File: config.mk
export PLATFORM = sky130hd
export DESIGN_NAME = hsv_to_rgb_byte_top_flat
export DESIGN_NICKNAME = d
export VERILOG_FILES = /design/src/design/hsvrgb_pkg.sv /design/src/design/hsvrgb_hsv_if.sv /design/src/design/hsvrgb_rgb_if.sv /design/src/design/hsvrgb_div65025.sv /design/src/design/hsv_to_rgb_byte_top.sv /design/src/flat_wrapper.sv
export SDC_FILE = /design/constraint.sdc
export NUM_CORES = 2
export LEC_CHECK = 0
export BUFFER_PORTS_ARGS = -buffer_cell sky130_fd_sc_hd__buf_2
export CAP_MARGIN = 20
export CORE_ASPECT_RATIO = 1.5
export CORE_MARGIN = 2
export CORE_UTILIZATION = 43
export CTS_BUF_LIST = sky130_fd_sc_hd__clkbuf_8
export CTS_CLUSTER_DIAMETER = 60
export DETAILED_ROUTE_END_ITERATION = 8
export GPL_TIMING_DRIVEN = 0
export PLACE_DENSITY = 0.69
export SYNTH_ARGS = -nofsm -noshare
export SYNTH_HDL_FRONTEND = slang
export SYNTH_HIERARCHICAL = 1
export SYNTH_SLANG_ARGS = --single-unit
File: constraint.sdc
create_clock -name clk -period 7.89 [get_ports clk]
set_input_delay 1.578 -clock clk [delete_from_list [all_inputs] [get_ports clk]]
set_output_delay 1.578 -clock clk [all_outputs]
set_load 0.1 [all_outputs]
File: src/design/hsvrgb_pkg.sv
// ----------------------------------------------------------------------------
// HSV to RGB byte conversion package
// Shared widths, arithmetic constants and the hue sector codes.
// ----------------------------------------------------------------------------
`default_nettype none

package hsvrgb_pkg;

    localparam int BYTE_W   = 8;
    localparam int LEVEL_W  = 16;
    localparam int PROD_W   = 24;
    localparam int HUE6_W   = 11;

    localparam logic [BYTE_W-1:0]  BYTE_FULL  = 8'd255;
    localparam logic [LEVEL_W-1:0] LEVEL_ONE  = 16'd65025;

    // Reciprocal of 65025 scaled by two to the power of 26, rounded down.
    localparam int RECIP_SHIFT = 26;
    localparam int RECIP_W     = PROD_W + 11;

    typedef enum logic [2:0] {
        SECTOR_0 = 3'd0,
        SECTOR_1 = 3'd1,
        SECTOR_2 = 3'd2,
        SECTOR_3 = 3'd3,
        SECTOR_4 = 3'd4,
        SECTOR_5 = 3'd5
    } sector_t;

endpackage

`default_nettype wire

File: src/design/hsvrgb_hsv_if.sv
// ----------------------------------------------------------------------------
// HSV pixel channel
// Valid and ready handshake carrying one HSV pixel item.
// ----------------------------------------------------------------------------
`default_nettype none

interface hsvrgb_hsv_if;

    logic                             valid;
    logic                             ready;
    logic [hsvrgb_pkg::BYTE_W-1:0]    hue;
    logic [hsvrgb_pkg::BYTE_W-1:0]    saturation;
    logic [hsvrgb_pkg::BYTE_W-1:0]    brightness;

    modport source (output valid, output hue, output saturation, output brightness,
                    input ready);
    modport sink   (input valid, input hue, input saturation, input brightness,
                    output ready);

endinterface

`default_nettype wire

File: src/design/hsvrgb_rgb_if.sv
// ----------------------------------------------------------------------------
// RGB pixel channel
// Valid and ready handshake carrying one RGB pixel item.
// ----------------------------------------------------------------------------
`default_nettype none

interface hsvrgb_rgb_if;

    logic                             valid;
    logic                             ready;
    logic [hsvrgb_pkg::BYTE_W-1:0]    red;
    logic [hsvrgb_pkg::BYTE_W-1:0]    green;
    logic [hsvrgb_pkg::BYTE_W-1:0]    blue;

    modport source (output valid, output red, output green, output blue,
                    input ready);
    modport sink   (input valid, input red, input green, input blue,
                    output ready);

endinterface

`default_nettype wire

File: src/design/hsvrgb_div65025.sv
// ----------------------------------------------------------------------------
// Division by 65025 stage
// Registers a reciprocal estimate of the quotient and corrects it by one.
// ----------------------------------------------------------------------------
`default_nettype none

module hsvrgb_div65025 (
    input  wire logic                               clk,
    input  wire logic                               en,
    input  wire logic [hsvrgb_pkg::PROD_W-1:0]      dividend,
    output logic      [hsvrgb_pkg::BYTE_W-1:0]      quotient
);

    logic [hsvrgb_pkg::RECIP_W-1:0] scaled;
    logic [hsvrgb_pkg::PROD_W-1:0]  dividend_reg;
    logic [hsvrgb_pkg::BYTE_W-1:0]  est_reg;
    logic [hsvrgb_pkg::BYTE_W-1:0]  est_next;
    logic [hsvrgb_pkg::PROD_W:0]    back;
    logic [hsvrgb_pkg::PROD_W:0]    rem;

    // The estimate is the true quotient or one less.
    always_comb
    begin
        scaled = ({{(hsvrgb_pkg::RECIP_W-hsvrgb_pkg::PROD_W){1'b0}}, dividend} << 10)
               + ({{(hsvrgb_pkg::RECIP_W-hsvrgb_pkg::PROD_W){1'b0}}, dividend} << 3);
        est_next = scaled[hsvrgb_pkg::RECIP_SHIFT +: hsvrgb_pkg::BYTE_W];
    end

    always_ff @(posedge clk)
    begin
        if (en)
        begin
            dividend_reg <= dividend;
            est_reg      <= est_next;
        end
    end

    always_comb
    begin
        back = ({{(hsvrgb_pkg::PROD_W+1-hsvrgb_pkg::BYTE_W){1'b0}}, est_reg} << 16)
             - ({{(hsvrgb_pkg::PROD_W+1-hsvrgb_pkg::BYTE_W){1'b0}}, est_reg} << 9)
             + {{(hsvrgb_pkg::PROD_W+1-hsvrgb_pkg::BYTE_W){1'b0}}, est_reg};
        rem  = {1'b0, dividend_reg} - back;
        if (rem >= {{(hsvrgb_pkg::PROD_W+1-hsvrgb_pkg::LEVEL_W){1'b0}},
                    hsvrgb_pkg::LEVEL_ONE})
        begin
            quotient = est_reg + 8'd1;
        end
        else
        begin
            quotient = est_reg;
        end
    end

endmodule

`default_nettype wire

File: src/design/hsv_to_rgb_byte_top.sv
// ----------------------------------------------------------------------------
// HSV to RGB byte conversion
// Six stage pipeline converting one HSV pixel to one RGB pixel.
// ----------------------------------------------------------------------------
//  Channel  Direction  Fields                              Handshake
//  hsv      in         hue, saturation, brightness         valid / ready
//  rgb      out        red, green, blue                    valid / ready
//
//  One item is accepted per cycle while the pipeline is not stalled, and each result
//  passes through the six register stages from sector split to channel mux before
//  it is on the output.
//  Reset clears the stage valid bits only; the data registers need none.
//  Each stage holds while the stage after it is full and stalled, so bubbles
//  still close up and an item is accepted while a result waits.
// ----------------------------------------------------------------------------
`default_nettype none

module hsv_to_rgb_byte_top (
    input  wire logic     clk,
    input  wire logic     rst_n,
    hsvrgb_hsv_if.sink    hsv,
    hsvrgb_rgb_if.source  rgb
);

    localparam int BW = hsvrgb_pkg::BYTE_W;
    localparam int LW = hsvrgb_pkg::LEVEL_W;
    localparam int PW = hsvrgb_pkg::PROD_W;
    localparam int HW = hsvrgb_pkg::HUE6_W;

    logic en1, en2, en3, en4, en5, en6;
    logic v1_reg, v2_reg, v3_reg, v4_reg, v5_reg, v6_reg;

    // Stage one: sector and fraction.
    logic [HW-1:0]         hue6;
    hsvrgb_pkg::sector_t   sec_next;
    logic [HW-1:0]         base;
    logic [BW-1:0]         f_next;
    hsvrgb_pkg::sector_t   sec1_reg;
    logic [BW-1:0]         f1_reg, s1_reg, b1_reg;
    logic                  zero1_reg;

    // Stage two: products.
    hsvrgb_pkg::sector_t   sec2_reg;
    logic [LW-1:0]         sf2_reg, sfc2_reg, pnum2_reg;
    logic [BW-1:0]         b2_reg;
    logic                  zero2_reg;

    // Stage three: level numerators and p.
    logic [LW-1:0]         psum;
    hsvrgb_pkg::sector_t   sec3_reg;
    logic [LW-1:0]         qn3_reg, tn3_reg;
    logic [BW-1:0]         p3_reg, b3_reg;
    logic                  zero3_reg;

    // Stage four: scaled products.
    hsvrgb_pkg::sector_t   sec4_reg;
    logic [PW-1:0]         yq4_reg, yt4_reg;
    logic [BW-1:0]         p4_reg, b4_reg;
    logic                  zero4_reg;

    // Stage five: quotient estimates.
    hsvrgb_pkg::sector_t   sec5_reg;
    logic [BW-1:0]         p5_reg, b5_reg;
    logic                  zero5_reg;
    logic [BW-1:0]         q_level, t_level;

    // Stage six: output.
    logic [BW-1:0]         r_next, g_next, bl_next;
    logic [BW-1:0]         r6_reg, g6_reg, bl6_reg;

    assign en6 = !v6_reg || rgb.ready;
    assign en5 = !v5_reg || en6;
    assign en4 = !v4_reg || en5;
    assign en3 = !v3_reg || en4;
    assign en2 = !v2_reg || en3;
    assign en1 = !v1_reg || en2;

    assign hsv.ready = en1;
    assign rgb.valid = v6_reg;
    assign rgb.red   = r6_reg;
    assign rgb.green = g6_reg;
    assign rgb.blue  = bl6_reg;

    always_ff @(posedge clk or negedge rst_n)
    begin
        if (!rst_n)
        begin
            v1_reg <= 1'b0;
            v2_reg <= 1'b0;
            v3_reg <= 1'b0;
            v4_reg <= 1'b0;
            v5_reg <= 1'b0;
            v6_reg <= 1'b0;
        end
        else
        begin
            if (en1) v1_reg <= hsv.valid;
            if (en2) v2_reg <= v1_reg;
            if (en3) v3_reg <= v2_reg;
            if (en4) v4_reg <= v3_reg;
            if (en5) v5_reg <= v4_reg;
            if (en6) v6_reg <= v5_reg;
        end
    end

    // A full-circle hue wraps to the first sector with no fraction.
    always_comb
    begin
        hue6 = ({{(HW-BW){1'b0}}, hsv.hue} << 2) + ({{(HW-BW){1'b0}}, hsv.hue} << 1);
        if (hsv.hue == hsvrgb_pkg::BYTE_FULL)
        begin
            sec_next = hsvrgb_pkg::SECTOR_0;
            base     = hue6;
        end
        else if (hue6 >= 11'd1275)
        begin
            sec_next = hsvrgb_pkg::SECTOR_5;
            base     = 11'd1275;
        end
        else if (hue6 >= 11'd1020)
        begin
            sec_next = hsvrgb_pkg::SECTOR_4;
            base     = 11'd1020;
        end
        else if (hue6 >= 11'd765)
        begin
            sec_next = hsvrgb_pkg::SECTOR_3;
            base     = 11'd765;
        end
        else if (hue6 >= 11'd510)
        begin
            sec_next = hsvrgb_pkg::SECTOR_2;
            base     = 11'd510;
        end
        else if (hue6 >= 11'd255)
        begin
            sec_next = hsvrgb_pkg::SECTOR_1;
            base     = 11'd255;
        end
        else
        begin
            sec_next = hsvrgb_pkg::SECTOR_0;
            base     = 11'd0;
        end
        f_next = BW'(hue6 - base);
    end

    always_ff @(posedge clk)
    begin
        if (en1)
        begin
            sec1_reg  <= sec_next;
            f1_reg    <= f_next;
            s1_reg    <= hsv.saturation;
            b1_reg    <= hsv.brightness;
            zero1_reg <= (hsv.saturation == '0);
        end
        if (en2)
        begin
            sec2_reg  <= sec1_reg;
            sf2_reg   <= {{(LW-BW){1'b0}}, s1_reg} * {{(LW-BW){1'b0}}, f1_reg};
            sfc2_reg  <= {{(LW-BW){1'b0}}, s1_reg}
                       * {{(LW-BW){1'b0}}, hsvrgb_pkg::BYTE_FULL - f1_reg};
            pnum2_reg <= {{(LW-BW){1'b0}}, b1_reg}
                       * {{(LW-BW){1'b0}}, hsvrgb_pkg::BYTE_FULL - s1_reg};
            b2_reg    <= b1_reg;
            zero2_reg <= zero1_reg;
        end
        if (en3)
        begin
            sec3_reg  <= sec2_reg;
            qn3_reg   <= hsvrgb_pkg::LEVEL_ONE - sf2_reg;
            tn3_reg   <= hsvrgb_pkg::LEVEL_ONE - sfc2_reg;
            p3_reg    <= psum[LW-1:BW];
            b3_reg    <= b2_reg;
            zero3_reg <= zero2_reg;
        end
        if (en4)
        begin
            sec4_reg  <= sec3_reg;
            yq4_reg   <= {{(PW-LW){1'b0}}, qn3_reg} * {{(PW-BW){1'b0}}, b3_reg};
            yt4_reg   <= {{(PW-LW){1'b0}}, tn3_reg} * {{(PW-BW){1'b0}}, b3_reg};
            p4_reg    <= p3_reg;
            b4_reg    <= b3_reg;
            zero4_reg <= zero3_reg;
        end
        if (en5)
        begin
            sec5_reg  <= sec4_reg;
            p5_reg    <= p4_reg;
            b5_reg    <= b4_reg;
            zero5_reg <= zero4_reg;
        end
        if (en6)
        begin
            r6_reg  <= r_next;
            g6_reg  <= g_next;
            bl6_reg <= bl_next;
        end
    end

    // Division by 255 of a 16-bit value by the reciprocal series.
    assign psum = pnum2_reg + {{BW{1'b0}}, pnum2_reg[LW-1:BW]} + LW'(1);

    hsvrgb_div65025 u_div_q (
        .clk      (clk),
        .en       (en5),
        .dividend (yq4_reg),
        .quotient (q_level)
    );

    hsvrgb_div65025 u_div_t (
        .clk      (clk),
        .en       (en5),
        .dividend (yt4_reg),
        .quotient (t_level)
    );

    always_comb
    begin
        if (zero5_reg)
        begin
            r_next  = b5_reg;
            g_next  = b5_reg;
            bl_next = b5_reg;
        end
        else
        begin
            case (sec5_reg)
                hsvrgb_pkg::SECTOR_0:
                begin
                    r_next = b5_reg;  g_next = t_level; bl_next = p5_reg;
                end
                hsvrgb_pkg::SECTOR_1:
                begin
                    r_next = q_level; g_next = b5_reg;  bl_next = p5_reg;
                end
                hsvrgb_pkg::SECTOR_2:
                begin
                    r_next = p5_reg;  g_next = b5_reg;  bl_next = t_level;
                end
                hsvrgb_pkg::SECTOR_3:
                begin
                    r_next = p5_reg;  g_next = q_level; bl_next = b5_reg;
                end
                hsvrgb_pkg::SECTOR_4:
                begin
                    r_next = t_level; g_next = p5_reg;  bl_next = b5_reg;
                end
                default:
                begin
                    r_next = b5_reg;  g_next = p5_reg;  bl_next = q_level;
                end
            endcase
        end
    end

endmodule

`default_nettype wire

File: src/flat_wrapper.sv
// flat-port wrapper written by rule: the top's interface ports become plain ports
module hsv_to_rgb_byte_top_flat 
  (clk, rst_n, hsv_valid, hsv_hue, hsv_saturation, hsv_brightness, hsv_ready, rgb_valid, rgb_red, rgb_green, rgb_blue, rgb_ready);
  hsvrgb_hsv_if hsv_i ();
  hsvrgb_rgb_if rgb_i ();
  input  wire logic clk;
  input  wire logic rst_n;
  input wire logic [$bits(hsv_i.valid)-1:0] hsv_valid;
  input wire logic [$bits(hsv_i.hue)-1:0] hsv_hue;
  input wire logic [$bits(hsv_i.saturation)-1:0] hsv_saturation;
  input wire logic [$bits(hsv_i.brightness)-1:0] hsv_brightness;
  output wire logic [$bits(hsv_i.ready)-1:0] hsv_ready;
  output wire logic [$bits(rgb_i.valid)-1:0] rgb_valid;
  output wire logic [$bits(rgb_i.red)-1:0] rgb_red;
  output wire logic [$bits(rgb_i.green)-1:0] rgb_green;
  output wire logic [$bits(rgb_i.blue)-1:0] rgb_blue;
  input wire logic [$bits(rgb_i.ready)-1:0] rgb_ready;
  assign hsv_i.valid = hsv_valid;
  assign hsv_i.hue = hsv_hue;
  assign hsv_i.saturation = hsv_saturation;
  assign hsv_i.brightness = hsv_brightness;
  assign hsv_ready = hsv_i.ready;
  assign rgb_valid = rgb_i.valid;
  assign rgb_red = rgb_i.red;
  assign rgb_green = rgb_i.green;
  assign rgb_blue = rgb_i.blue;
  assign rgb_i.ready = rgb_ready;
  hsv_to_rgb_byte_top u_core (.clk(clk), .rst_n(rst_n), .hsv(hsv_i), .rgb(rgb_i));
endmodule
==> qor.yml <==
cts.htree.levels: 2
cap_violations: 0
post-cts-setup-buffers: 0
clk_pin_slew_ps: 70
synth-edff-count: 316
place.gp.congestion: 0.933
status: "complete, no violations"
avgViaCountPerCell: 5.17
grt_pass1_vias: 23300
antenna_found_initial: 2
skew_ps: 37.6
dr_total_vias: 22200
numClockSinks: 322
ys_warn_count: 6
drt_iter0_markers: 1064
syn-num-nets: 3841
portBuffers: 53
cp.arrival_ps: 6660
syn_area_per_cell_sq_um: 10.2
rows: 122
clock-root-buffer: "clkbuf_8"
ys_top_cells_by_area: "edfxtp_1 (30%), fa_1 (18%), ha_1 (14%)"
finalNetCount: 3948
fp.coreArea_sq_mm: 0.0739
hpwl_microns: 57700
hold_viol: 0
numCtsBuffers: 48
max_freq_mhz: 160
cts_resized: 0
dieArea_sq_mm: 0.0770
syn_area_sq_mm: 0.0321
reg2reg_depth: 18
die_x_microns: 227
tightestPinTransition_ps: 865
fin_cells: 4297
cp_max_fo: 10
cts_hold_buf: 0
drive_above_1_share: 0.0575
ys.flop_type: "edfxtp_1"
rsz0062_at_grt: "no"
pin_count: 54
die_h_microns: 339
post-synth-top-area-cell: "edfxtp_1"
netlist_instances: 3159
min_period_over_period: 0.793
grt_use_total: 0.188
hp-class: "flop to flop"
yosysTopAreaCellShare: 0.295
multiInputGateArea_sq_mm: 0.0201
slew_violations: 0
critPathRequiredTime_ps: 8290
fillers: 6925
synth.distinct_cells: 93
cts_tree: "yes"
hold_depth: 0
fin_crit_ps: 6250
drc: 0
grt_overflow_total: 0
first_pass_iters: 6
ys_async_sr_fraction: 0.0186
crit_path_start_kind: "flop"
grt_max_degree: 77
yosysSeqAreaShare: 0.300
relSlewSlack: 0.409
grt_pass1_wl_microns: 115000
wirelength_microns: 69700
ant_nets: 0
cp-end-kind: "flop"
clk_latency_ps: 680
area_growth_syn_to_layout_pct: 8.10
start_util: 0.435
finalSetupViolations: 0
detail_route.wl_per_cell_microns: 16.2
synth_seq_cells: 322
dp_cells: 4208
critical_path_class: "flop to flop"
clockBufferDepth: 3
final-seq-area_sq_mm: 0.00964
[kinds of logic after synthesis]
group,share of synthesized area
AOI/OAI and AO/OA,0.0978
xor gates and xnor gates,0.0401
adders and majority gates,0.320
buffers and inverters,0.0755
DFF,0.300
muxes,0.0150
and+or+nand+nor,0.151
[area by class of cell]
class / count / area share
well taps: 992 / 0.0357
plain buffers: 78 / 0.00915
diodes: 2 / 0.000144
repair buffers: 57 / 0.0104
multi-input cells: 2197 / 0.579
clock inverters: 39 / 0.00886
clock buffers: 48 / 0.0190
flip-flops and latches: 322 / 0.277
inverters: 562 / 0.0607
[worst paths after layout]
| check | from | endpoint | slack, ps |
|---|---|---|---|
| hold reg to reg | u_core/zero2_reg | u_core/zero3_reg | 410 |
| max in group asynchronous | rst_n | u_core/v4_reg | 7000 |
| min in group asynchronous | rst_n | u_core/v3_reg | 730 |
| hold / removal | u_core/zero2_reg | u_core/zero3_reg | 410 |
| setup reg to reg | u_core/b3_reg[7] | u_core/yt4_reg[23] | 1640 |
| setup / recovery | u_core/b3_reg[7] | u_core/yt4_reg[23] | 1640 |
[cells in the final DEF, fill, tap and decap left out, drive strengths merged, types with 14 or more instances in the layout]
cell / n
mux2i: 46
a211oi: 23
nand2b: 70
nor3: 57
xnor2: 106
o211ai: 16
o21a: 23
clkinv: 18
clkbuf: 118
ha: 372
nand2: 213
and3: 14
o21ai: 102
fa: 282
a21oi: 103
edfxtp: 316
nand3: 29
buf: 65
and2: 210
inv: 576
nor2: 120
nor2b: 104
a31oi: 14
nand4: 22
a21o: 37
xor2: 41
[routing by layer]
metal	track usage	routed length, microns	part of all wire	vias up
li1	-	-	-	10800
met1	0.189	25000	0.36	10800
met2	0.369	38700	0.55	472
met3	0.0225	2170	0.031	212
met4	0.0963	3890	0.056	2
met5	0	14	0.00020	-
[critical path, stage by stage (launching register included)]
cell	delay (ps)
edfxtp_1	670
clkbuf_1	670
nand2_1	170
fa_1	450
inv_1	100
fa_1	450
fa_1	540
inv_1	60
fa_1	530
inv_1	40
ha_1	340
o21a_1	180
o21ai_0	290
a21oi_1	120
o2111a_1	280
o2111ai_1	270
a31oi_1	190
mux2i_1	150
a2111oi_0	480
[metrics by stage]
stage | hold slack (ps) | setup slack, ps | area [sq um] | setup TNS, ps | util
floorplan | 400 | 829 | 32100 | 0 | -
global placement | 400 | -1040 | 33600 | -1040 | 0.455
detailed placement | 405 | 1650 | 33800 | 0 | 0.457
CTS | 420 | 1640 | 34700 | 0 | 0.470
global route | 427 | 1330 | 34700 | 0 | 0.470
finish | 414 | 1640 | 34700 | 0 | 0.470
[Yosys cell counts, types with 5 or more instances]
cell and count:
dfrtp_1 6, xnor2_1 106, ha_1 372, nand2_1 213, o211ai_1 14, or3_1 6, o21ai_1 6, nand4_1 19
o41ai_1 9, o22ai_1 10, inv_1 561, edfxtp_1 316, o31a_1 7, and3_1 14, xor2_1 41, nand2b_1 70
a2111oi_0 5, o2111ai_1 9, a211oi_1 22, nor2b_1 104, or4_1 7, o21a_1 23, and4_1 5, or2_2 8
o21ai_0 95, o21bai_1 7, mux2i_1 46, nor3b_1 7, a22oi_1 10, a221oi_1 10, nor3_1 55, a31oi_1 11
o31ai_1 5, nand3_1 29, a21boi_0 13, fa_1 282, a21o_1 36, clkbuf_1 70, and2_1 206, nor2_1 120
nor4_1 6, a21oi_1 98
Power is left out: the tool's default activity adds up to more than one toggle a clock period on the data nets, which glitch-free logic cannot reach.
